File: src/rtl/uartr_pkg.sv
// Shared types and constants for the UART register and interrupt unit.
package uartr_pkg;

  // Item commands
  localparam logic [1:0] CMD_TICK   = 2'd0;
  localparam logic [1:0] CMD_READ   = 2'd1;
  localparam logic [1:0] CMD_WRITE  = 2'd2;
  localparam logic [1:0] CMD_ARRIVE = 2'd3;

  // Register offsets
  localparam logic [2:0] ADDR_DATA = 3'd0;
  localparam logic [2:0] ADDR_IER  = 3'd1;
  localparam logic [2:0] ADDR_IIR  = 3'd2;
  localparam logic [2:0] ADDR_LCR  = 3'd3;
  localparam logic [2:0] ADDR_MCR  = 3'd4;
  localparam logic [2:0] ADDR_LSR  = 3'd5;
  localparam logic [2:0] ADDR_MSR  = 3'd6;
  localparam logic [2:0] ADDR_SCR  = 3'd7;

  // Fixed register values
  localparam logic [7:0] IIR_RX      = 8'h04;
  localparam logic [7:0] IIR_TX      = 8'h02;
  localparam logic [7:0] IIR_NONE    = 8'h01;
  localparam logic [7:0] LSR_BASE    = 8'h60;
  localparam logic [7:0] MCR_MATCH   = 8'h1A;
  localparam logic [7:0] MCR_STORED  = 8'h9A;
  localparam logic [7:0] TICKS_MAX   = 8'hFF;

  localparam int unsigned DELAY_TICKS_DEF = 225;

  // One input word
  typedef struct packed {
    logic [1:0] cmd;
    logic [2:0] reg_addr;
    logic [7:0] write_data;
    logic       rx_ready;
    logic       rx_more;
    logic [7:0] rx_byte;
  } item_t;

  // One result word
  typedef struct packed {
    logic [7:0] read_data;
    logic       tx_valid;
    logic [7:0] tx_byte;
    logic       rx_take;
    logic       irq_post;
    logic       irq_clear;
  } result_t;

endpackage

File: src/rtl/uartr_core.sv
// Register file, interrupt countdowns and per-word decode of the UART unit.
module uartr_core #(
  parameter int unsigned DELAY_TICKS = uartr_pkg::DELAY_TICKS_DEF
) (
  input  logic              clk,
  input  logic              rst,
  input  logic              commit,
  input  uartr_pkg::item_t  item,
  output uartr_pkg::result_t res
);
  import uartr_pkg::*;

  localparam logic [7:0] DELAY = 8'(DELAY_TICKS);

  logic [7:0] int_enable, line_control, modem_control, divisor_low;
  logic [7:0] divisor_high, fifo_control, scratch_byte;
  logic [1:0] pending_flags;
  logic [7:0] rx_countdown, tx_countdown, ticks_since_tx_int;

  logic [7:0] int_enable_next, line_control_next, modem_control_next, divisor_low_next;
  logic [7:0] divisor_high_next, fifo_control_next, scratch_byte_next;
  logic [1:0] pending_flags_next;
  logic [7:0] rx_countdown_next, tx_countdown_next, ticks_since_tx_int_next;

  logic dlab;
  assign dlab = line_control[7];

  // Decode one word against the current register state
  always_comb begin
    int_enable_next         = int_enable;
    line_control_next       = line_control;
    modem_control_next      = modem_control;
    divisor_low_next        = divisor_low;
    divisor_high_next       = divisor_high;
    fifo_control_next       = fifo_control;
    scratch_byte_next       = scratch_byte;
    pending_flags_next      = pending_flags;
    rx_countdown_next       = rx_countdown;
    tx_countdown_next       = tx_countdown;
    ticks_since_tx_int_next = ticks_since_tx_int;
    res                     = '0;

    unique case (item.cmd)
      CMD_TICK: begin
        if (ticks_since_tx_int != TICKS_MAX) begin
          ticks_since_tx_int_next = ticks_since_tx_int + 8'd1;
        end
        // RX countdown; a fire restarts the tick count
        if (rx_countdown != 8'd0) begin
          rx_countdown_next = rx_countdown - 8'd1;
          if (rx_countdown == 8'd1 && int_enable[0]) begin
            pending_flags_next[0]   = 1'b1;
            ticks_since_tx_int_next = 8'd0;
            res.irq_post            = 1'b1;
          end
        end
        // TX countdown
        if (tx_countdown != 8'd0) begin
          tx_countdown_next = tx_countdown - 8'd1;
          if (tx_countdown == 8'd1 && int_enable[1]) begin
            pending_flags_next[1]   = 1'b1;
            ticks_since_tx_int_next = 8'd0;
            res.irq_post            = 1'b1;
          end
        end
      end

      CMD_ARRIVE: begin
        if (int_enable[0]) begin
          res.irq_post          = 1'b1;
          pending_flags_next[0] = 1'b1;
        end
      end

      CMD_READ: begin
        unique case (item.reg_addr)
          ADDR_DATA: begin
            if (dlab) begin
              res.read_data = divisor_low;
            end else begin
              if (item.rx_ready) begin
                res.read_data = item.rx_byte;
                res.rx_take   = 1'b1;
              end
              pending_flags_next[0] = 1'b0;
              res.irq_clear         = 1'b1;
              if (item.rx_ready && item.rx_more && int_enable[0]) begin
                rx_countdown_next = DELAY;
              end
            end
          end
          ADDR_IER: res.read_data = dlab ? divisor_high : int_enable;
          ADDR_IIR: begin
            priority if (pending_flags[0]) begin
              res.read_data = IIR_RX;
            end else if (pending_flags[1]) begin
              res.read_data         = IIR_TX;
              pending_flags_next[1] = 1'b0;
            end else begin
              res.read_data = IIR_NONE;
            end
          end
          ADDR_LCR: res.read_data = line_control;
          ADDR_MCR: res.read_data = modem_control;
          ADDR_LSR: res.read_data = LSR_BASE | {7'd0, item.rx_ready};
          ADDR_MSR: res.read_data = 8'd0;
          ADDR_SCR: res.read_data = scratch_byte;
          default:  res.read_data = 8'd0;
        endcase
      end

      CMD_WRITE: begin
        unique case (item.reg_addr)
          ADDR_DATA: begin
            if (dlab) begin
              divisor_low_next = item.write_data;
            end else begin
              res.tx_valid          = 1'b1;
              res.tx_byte           = item.write_data;
              res.irq_clear         = 1'b1;
              pending_flags_next[1] = 1'b0;
              if (int_enable[1]) begin
                tx_countdown_next = DELAY;
              end
            end
          end
          ADDR_IER: begin
            if (dlab) begin
              divisor_high_next = item.write_data;
            end else begin
              int_enable_next = item.write_data;
              // TX enable: fire at once when the line has been quiet long enough
              if (item.write_data[1]) begin
                if (ticks_since_tx_int > DELAY) begin
                  pending_flags_next[1]   = 1'b1;
                  ticks_since_tx_int_next = 8'd0;
                  res.irq_post            = 1'b1;
                end else begin
                  tx_countdown_next = DELAY;
                end
              end else begin
                tx_countdown_next     = 8'd0;
                pending_flags_next[1] = 1'b0;
                if (pending_flags[1]) res.irq_clear = 1'b1;
              end
              // RX enable
              if (item.write_data[0] && item.rx_ready) begin
                rx_countdown_next = DELAY;
              end else begin
                rx_countdown_next     = 8'd0;
                pending_flags_next[0] = 1'b0;
                if (pending_flags[0]) res.irq_clear = 1'b1;
              end
            end
          end
          ADDR_IIR: fifo_control_next = item.write_data;
          ADDR_LCR: line_control_next = item.write_data;
          ADDR_MCR: begin
            if (item.write_data == MCR_MATCH) modem_control_next = MCR_STORED;
          end
          ADDR_SCR: scratch_byte_next = item.write_data;
          default: ;
        endcase
      end

      default: ;
    endcase
  end

  // State registers, updated when a word is committed
  always_ff @(posedge clk) begin
    if (rst) begin
      int_enable         <= '0;
      line_control       <= '0;
      modem_control      <= '0;
      divisor_low        <= '0;
      divisor_high       <= '0;
      fifo_control       <= '0;
      scratch_byte       <= '0;
      pending_flags      <= '0;
      rx_countdown       <= '0;
      tx_countdown       <= '0;
      ticks_since_tx_int <= '0;
    end else if (commit) begin
      int_enable         <= int_enable_next;
      line_control       <= line_control_next;
      modem_control      <= modem_control_next;
      divisor_low        <= divisor_low_next;
      divisor_high       <= divisor_high_next;
      fifo_control       <= fifo_control_next;
      scratch_byte       <= scratch_byte_next;
      pending_flags      <= pending_flags_next;
      rx_countdown       <= rx_countdown_next;
      tx_countdown       <= tx_countdown_next;
      ticks_since_tx_int <= ticks_since_tx_int_next;
    end
  end

endmodule

File: src/rtl/uart_register_and_interrupt_unit.sv
// Top level of the 8250-style UART register and interrupt unit.
//
// Input channel (in_valid/in_ready) carries one word per tick, bus read,
// bus write or receive-arrival notice. Output channel (out_valid/out_ready)
// returns exactly one result word per input word, in order.
// A word is taken into an input register, decoded against the register
// file in one pass, and its result lands in an output register.
// Throughput: one word per cycle while out_ready is high; the register
// file update and decode are combinational, so nothing else limits it.
// When the receiver stalls, the output register holds its word and the
// input register fills; in_ready drops only once both are occupied, and
// rises again in the cycle the output word is taken.
// Reset clears all registers, countdowns and pending interrupt flags and
// empties both pipeline registers. DELAY_TICKS (1..254) sets the interrupt
// delay in ticks.
module uart_register_and_interrupt_unit #(
  parameter int unsigned DELAY_TICKS = uartr_pkg::DELAY_TICKS_DEF
) (
  input  logic       clk,
  input  logic       rst,
  input  logic       in_valid,
  output logic       in_ready,
  input  logic [1:0] cmd,
  input  logic [2:0] reg_addr,
  input  logic [7:0] write_data,
  input  logic       rx_ready,
  input  logic       rx_more,
  input  logic [7:0] rx_byte,
  output logic       out_valid,
  input  logic       out_ready,
  output logic [7:0] read_data,
  output logic       tx_valid,
  output logic [7:0] tx_byte,
  output logic       rx_take,
  output logic       irq_post,
  output logic       irq_clear
);
  import uartr_pkg::*;

  logic    item_valid;
  item_t   item;
  result_t res;
  result_t res_q;
  logic    advance;

  // Pipeline moves when the output slot is free or being drained
  assign advance  = !out_valid || out_ready;
  assign in_ready = !item_valid || advance;

  // Input register
  always_ff @(posedge clk) begin
    if (rst) begin
      item_valid <= 1'b0;
    end else if (in_ready) begin
      item_valid <= in_valid;
    end
  end

  always_ff @(posedge clk) begin
    if (in_valid && in_ready) begin
      item <= '{cmd: cmd, reg_addr: reg_addr, write_data: write_data,
                rx_ready: rx_ready, rx_more: rx_more, rx_byte: rx_byte};
    end
  end

  uartr_core #(
    .DELAY_TICKS(DELAY_TICKS)
  ) u_core (
    .clk   (clk),
    .rst   (rst),
    .commit(item_valid && advance),
    .item  (item),
    .res   (res)
  );

  // Output register
  always_ff @(posedge clk) begin
    if (rst) begin
      out_valid <= 1'b0;
    end else if (advance) begin
      out_valid <= item_valid;
    end
  end

  always_ff @(posedge clk) begin
    if (advance && item_valid) begin
      res_q <= res;
    end
  end

  assign read_data = res_q.read_data;
  assign tx_valid  = res_q.tx_valid;
  assign tx_byte   = res_q.tx_byte;
  assign rx_take   = res_q.rx_take;
  assign irq_post  = res_q.irq_post;
  assign irq_clear = res_q.irq_clear;

  // A transmit word never carries read data or a receive take
  assert property (@(posedge clk) disable iff (rst)
    out_valid && tx_valid |-> read_data == 8'd0 && !rx_take)
    else $error("transmit word carries read side effects");

  // Taking a receive byte always clears the interrupt
  assert property (@(posedge clk) disable iff (rst)
    out_valid && rx_take |-> irq_clear)
    else $error("receive take without interrupt clear");

  // Transmit byte is zero unless a byte is handed over
  assert property (@(posedge clk) disable iff (rst)
    out_valid && !tx_valid |-> tx_byte == 8'd0)
    else $error("stray transmit byte");

  // A word in the input register reaches the output once the output drains
  assert property (@(posedge clk) disable iff (rst)
    item_valid && advance |=> out_valid)
    else $error("word lost between pipeline registers");

endmodule

File: config.mk
export PLATFORM = sky130hd
export DESIGN_NAME = uart_register_and_interrupt_unit
export DESIGN_NICKNAME = d
export VERILOG_FILES = /design/src/rtl/uartr_pkg.sv /design/src/rtl/uartr_core.sv /design/src/rtl/uart_register_and_interrupt_unit.sv
export SDC_FILE = /design/constraint.sdc
export NUM_CORES = 1
export LEC_CHECK = 0
export BUFFER_PORTS_ARGS = -buffer_cell sky130_fd_sc_hd__buf_2
export CAP_MARGIN = 30
export CORE_MARGIN = 4
export CORE_UTILIZATION = 39
export DETAILED_ROUTE_END_ITERATION = 6
export GPL_TIMING_DRIVEN = 1
export HOLD_SLACK_MARGIN = 0.1
export PLACE_DENSITY = 0.54
export SETUP_SLACK_MARGIN = 0.5
export SLEW_MARGIN = 0
export SYNTH_ARGS = -nofsm -noshare
export SYNTH_HDL_FRONTEND = slang
export SYNTH_SLANG_ARGS = --single-unit
File: constraint.sdc
create_clock -name clk -period 4.3 [get_ports clk]
set_input_delay 0.215 -clock clk [delete_from_list [all_inputs] [get_ports clk]]
set_output_delay 0.215 -clock clk [all_outputs]
set_load 0.01 [all_outputs]
== Word-level counts from Yosys, hierarchy flattened ==
Index checks and enable logic that the tools add are counted.

* Add/subtract/negate cells: 3
* $lt $le $gt $ge: 1
* Eq/ne operators: 35
* Muxes and demuxes: 69
* Bitwise gates (word level): 4
* Reduce and logical (&&, ||, !) cells: 31

{| class="wikitable"
|+ Operator list
! cell !! number
|-
| $mux W8 || 25
|-
| $pmux W8 S8 || 1
|-
| $pmux W8 S2 || 3
|-
| $mux W1 || 28
|-
| $pmux W8 S3 || 1
|-
| $eq A8 B1 Y1 const B || 2
|-
| $ne A2 B2 Y1 const B || 8
|-
| $reduce_and A4 Y1 || 4
|-
| $reduce_and A8 Y1 || 2
|-
| $reduce_bool A8 Y1 || 2
|-
| $sub A8 B1 Y8 const B || 2
|-
| $ne A2 B1 Y1 const B || 7
|-
| $eq A3 B3 Y1 const B || 4
|-
| $reduce_and A10 Y1 || 1
|-
| $mux W9 || 1
|-
| $ne A3 B3 Y1 const B || 3
|-
| $reduce_and A9 Y1 || 1
|-
| $add A8 B1 Y8 const B || 1
|-
| $eq A8 B5 Y1 const B || 1
|-
| $gt A8 B8 Y1 const B || 1
|-
| $ne A8 B8 Y1 const B || 1
|-
| $logic_and A1 B1 Y1 || 7
|-
| $eq A3 B2 Y1 const B || 2
|-
| $mux W2 || 3
|-
| 21 further kinds || 32
|}

* Flip-flop bits (word level): 112
* Output and inout bits: 22
* Logic and storage cells: 168

== Longest topological paths before layout ==
* Depth in word-level cells: 7
* Depth in mapped cells: 8

== By module ==
From an unflattened synthesis, not the netlist that was laid out.

* Cells, all modules: 527
* Area, all modules: 5387.7 um^2

{| class="wikitable"
|+ Modules (own cells, without submodules)
! module !! times used !! cells an instance !! area an instance (um^2)
|-
| uartr_core || 1 || 474 || 3992.6
|-
| uart_register_and_interrupt_unit || 1 || 53 || 1395.1
|}

== Least setup slack after synthesis ==
Ideal clock, no wire load.

* Kind: flip-flop to flip-flop
* From: reg out_valid
* To: reg u_core.pending_flags[0]
* Library setup time: 0.123 ns
* Data arrival time: 2.154 ns
* Required time: 4.177 ns
* Path slack: 2.023 ns
* Stages on the path, launching flop included: 7
* Buffers on the path: 1
* Period minus slack after synthesis: 2.277 ns
* Cells stage by stage: dfxtp_1 -> nor2b_4 -> buf_6 -> nor2_1 -> o211ai_1 -> a21oi_1 -> mux2_1

* Word-level cells in the longest chain between the ends: 4

{| class="wikitable"
|+ RTL lines
! element !! line !! source
|-
| start: declaration || uart_register_and_interrupt_unit.sv:29 || <nowiki>output logic out_valid,</nowiki>
|-
| start signal: assignment || uart_register_and_interrupt_unit.sv:81 || <nowiki>out_valid <= item_valid;</nowiki>
|-
| $logic_not A1 Y1 || uart_register_and_interrupt_unit.sv:47 || <nowiki>assign advance = !out_valid || out_ready;</nowiki>
|-
| $logic_or A1 B1 Y1 || uart_register_and_interrupt_unit.sv:47 ||
|-
| $logic_and A1 B1 Y1 || uart_register_and_interrupt_unit.sv:71 || <nowiki>.commit(item_valid && advance),</nowiki>
|-
| named net u_core.commit || uartr_core.sv:7 || <nowiki>input logic commit,</nowiki>
|-
| $reduce_and A9 Y1 (no source line) || - ||
|-
| end signal: assignment || uartr_core.sv:192 || <nowiki>pending_flags <= pending_flags_next;</nowiki>
|-
| end: declaration || uartr_core.sv:17 || <nowiki>logic [1:0] pending_flags;</nowiki>
|}

The timed path passes the listed nets, and every way through them passes these cells.
A chain may end at the register's enable or synchronous reset.

== Worst setup path in the final report ==
* From: reg item[21] (netlist name)
* To: reg u_core.int_enable[0]

* Word-level cells in the longest chain between the ends: 2

{| class="wikitable"
|+ RTL lines
! element !! line !! source
|-
| $eq A2 B2 Y1 || uartr_core.sv:43 || <nowiki>unique case (item.cmd)</nowiki>
|-
| $reduce_and A4 Y1 (no source line) || - ||
|-
| end signal: assignment || uartr_core.sv:185 || <nowiki>int_enable <= int_enable_next;</nowiki>
|-
| end: declaration || uartr_core.sv:15 || <nowiki>logic [7:0] int_enable, line_control, modem_control, divisor_low;</nowiki>
|}

No other way between the ends.

==> results_dict.tcl <==
set metrics [dict create \
    r2r_end "u_core.int_enable[0]$_SDFFE_PP0P_" \
    holdWs_ns 0.221 \
    die_area_mm2 0.0157 \
    peakVddDrop_mv 0.199 \
    intPower_mw 1.63 \
    end_kind "register" \
    synth_cell_types 66 \
    worst_path_max_delay_cell "ha_1" \
    netSwitchingPower_mw 0.556 \
    final-hold-violation-count 0 \
    synth_top_area_cell "dfxtp_1" \
    wl_mm 13.4 \
    worst_ep_arrival_time_ns 3.29 \
    numCtsBuffers 9 \
    tightest_slew_ns 0.876 \
    area_delta_synth_final_pct 16.7 \
    startpoint_type "register" \
    post-route-util 0.469 \
    drt-initial-drc-count 309 \
    worstSetupPathType "reg2reg" \
    cts_resized 0 \
    layout-drive-gt1-share 0.146 \
    setup_viol 0 \
    rows 42 \
    drv_cap 0 \
    grt_pass1_vias 4274 \
    worstPathMaxFanout 25 \
    cp.depth 8 \
    status "completed" \
    start_util 0.402 \
    synthTopCellsByArea "dfxtp_1, edfxtp_1, mux2i_1" \
    placed_area_mm2 0.00573 \
    synth_top_area_frac 0.258 \
    comb_power_share 0.088 \
    die_w_um 125 \
    skew_ns 0.00890 \
    final_area_mm2 0.00626 \
    cts_sinks 112 \
    yosysMostFrequentCell "dfxtp_1" \
    postSynthAreaPerCell_um2 9.93 \
    grt_antenna_before_repair 0 \
    r2r_cells 8 \
    ys.flop_type "dfxtp_1" \
    antenna_left 0 \
    io_buffers 48 \
    p_leak_nw 2.49 \
    clk-insertion-delay-late_ns 0.36 \
    syn_area_mm2 0.00536 \
    h-tree-depth 3 \
    regToRegSetupSlack_ns 1.22 \
    grt_pass1_wl_mm 22.5 \
    gp_congestion 0.841 \
    rsz0062_at_grt "no" \
    synth_edf_count 43 \
    setup_tns_ns 0 \
    power.share.switching 0.255 \
    dp_hpwl_mm 9.03 \
    io_pins 49 \
    min_period_over_period 0.716 \
    synthArstFlopShare 0 \
    setup.worst_path.end "u_core.int_enable[0]$_SDFFE_PP0P_" \
    ys_top_cells_by_count "dfxtp_1, nor2_1, a21oi_1" \
    cpLargestDelayFamily "simple AND/OR/NAND/NOR gates" \
    stdcell_count 777 \
    ctsLongestPathBuffers 2 \
    gr-total-overflow 0 \
    die_h_um 125 \
    finalMaxSlewViolations 0 \
    diodes 0 \
    syn-num-nets 580 \
    clk_pin_slew_ns 0.07 \
    crit_chain "inv_1 -> ha_1 -> inv_1 -> nor3_1 -> buf_4 -> nand3_1 -> mux2i_1 -> nor2_1" \
    yosysWarnings 0 \
    vias_per_cell 5.60 \
    track_usage 0.176 \
    slew_headroom 0.416 \
    max_freq_mhz 325 \
    period_minus_slack_ns 3.08 \
    p_seq_frac 0.535 \
    clock_power_share 0.377 \
    drc_errors 0 \
    placed_cells 737 \
    coreArea_mm2 0.0133 \
    cpMostUsedCell "inv_1" \
    worstReg2RegStart "item[21]$_DFFE_PP_" \
    cts-root-buf "clkbuf_16" \
    synthCells 540 \
    cts_tree "done" \
    path_buf_inv 3 \
    fin_nets 636 \
    powerDensity_mw_per_mm2 349 \
    yosys_register_bits 112 \
    drt_first_pass_iters 7 \
    crit_path_start "item[21]$_DFFE_PP_" \
    max_stage_delay_ns 0.73 \
    seq_area_frac_synth 0.498 \
    cp.required_ns 4.52 \
    hp-class "in2reg" \
    vias 4350 \
    grt_max_degree 69 \
    post_drt_wl_per_cell_um 17.3 \
]
[placed cells by master (no fill, tap or decap), types with 5 or more instances in the layout]
master         count
dfxtp_1           69
nor2_1            61
buf_2             48
a21oi_1           45
edfxtp_1          43
mux2i_1           39
nand2_1           28
dlygate4sd3_1     24
nand3_1           22
o21ai_0           19
inv_1             18
nor3_1            15
ha_1              13
and2_1            10
and3_1             9
clkbuf_16          9
a31oi_1            7
o31ai_1            7
or3_1              6
nand2b_1           6
a221oi_1           5
nand4_1            5
nor3b_1            5
mux2_2             5
a22oi_1            5
[layer usage]
layer | wire length, µm | global-route usage | vias up
met5 | 0 | 0 | -
met4 | 270 | 0.0676 | 0
met3 | 663 | 0.0307 | 17
met2 | 5970 | 0.265 | 115
met1 | 6530 | 0.251 | 2111
li1 | - | - | 2107
[metrics by stage]
step                setup WS [ns]  total power, mW
global placement             1.36             1.37
floorplan                    2.02             1.30
finish                       1.22             2.18
CTS                          1.21             2.20
detailed placement           1.23             1.37
global route                0.895             2.28
[cells by family after synthesis]
kind of cell | count (synthesis) | synth area share
simple gates | 190 | 0.182
compound gates | 130 | 0.167
flops | 112 | 0.498
buf+inv | 50 | 0.0373
mux | 45 | 0.0854
fa+ha+maj | 13 | 0.0303
[how the worst min path moves through the flow]
stage	depth (start not counted)	to	start
detailed placement	1	item[3]$_DFFE_PP_	rx_byte[3]
finish	4	u_core.tx_countdown[6]$_SDFFE_PP0P_	rst
global route	4	u_core.tx_countdown[6]$_SDFFE_PP0P_	rst
CTS	3	out_valid$_SDFFE_PP0P_	out_ready
floorplan	0	item[0]$_DFFE_PP_	rx_byte[0]
global placement	1	item[5]$_DFFE_PP_	rx_byte[5]
[sequential cells by signal, summed over array words and instances, names as in the netlist, 2 cells and up]
| name | cells |
|---|---|
| item | 23 |
| u_core.scratch_byte | 8 |
| u_core.rx_countdown | 8 |
| u_core.ticks_since_tx_int | 8 |
| u_core.int_enable | 8 |
| read_data | 8 |
| tx_byte | 8 |
| u_core.tx_countdown | 8 |
| u_core.line_control | 8 |
| u_core.divisor_low | 8 |
| u_core.pending_flags | 2 |
| u_core.divisor_high | 8 |
[timing repair]
item / CTS / global route
buffers inserted: 0 / 0
endpoints found under the hold margin: 24 / 0
hold buffers: 24 / 0
[area by class of cell]
| class | instances | area, µm² |
|---|---|---|
| flip-flops and latches | 112 | 2670 |
| repair buffers | 76 | 510 |
| clock buffers | 10 | 239 |
| multi-input cells | 378 | 2490 |
| well taps | 176 | 220 |
| clock inverters | 6 | 51.3 |
| fillers | 1262 | 7090 |
| inverters | 19 | 71.3 |
[power groups by stage]
stage	clock network, mW	logic, mW	registers, mW
2_1_floorplan	0	0.129	1.18
3_3_place_gp	0	0.173	1.19
3_5_place_dp	0	0.175	1.19
4_1_cts	0.843	0.193	1.17
5_1_grt	0.885	0.215	1.18
6_report	0.823	0.192	1.17
[worst min-delay path: cells and delay by family]
| family | cells | cell delay, ns |
|---|---|---|
| AOI/OAI and AO/OA | 2 | 0.13 |
| buffers and inverters | 2 | 0.19 |
(Power assumes the default switching activity.)
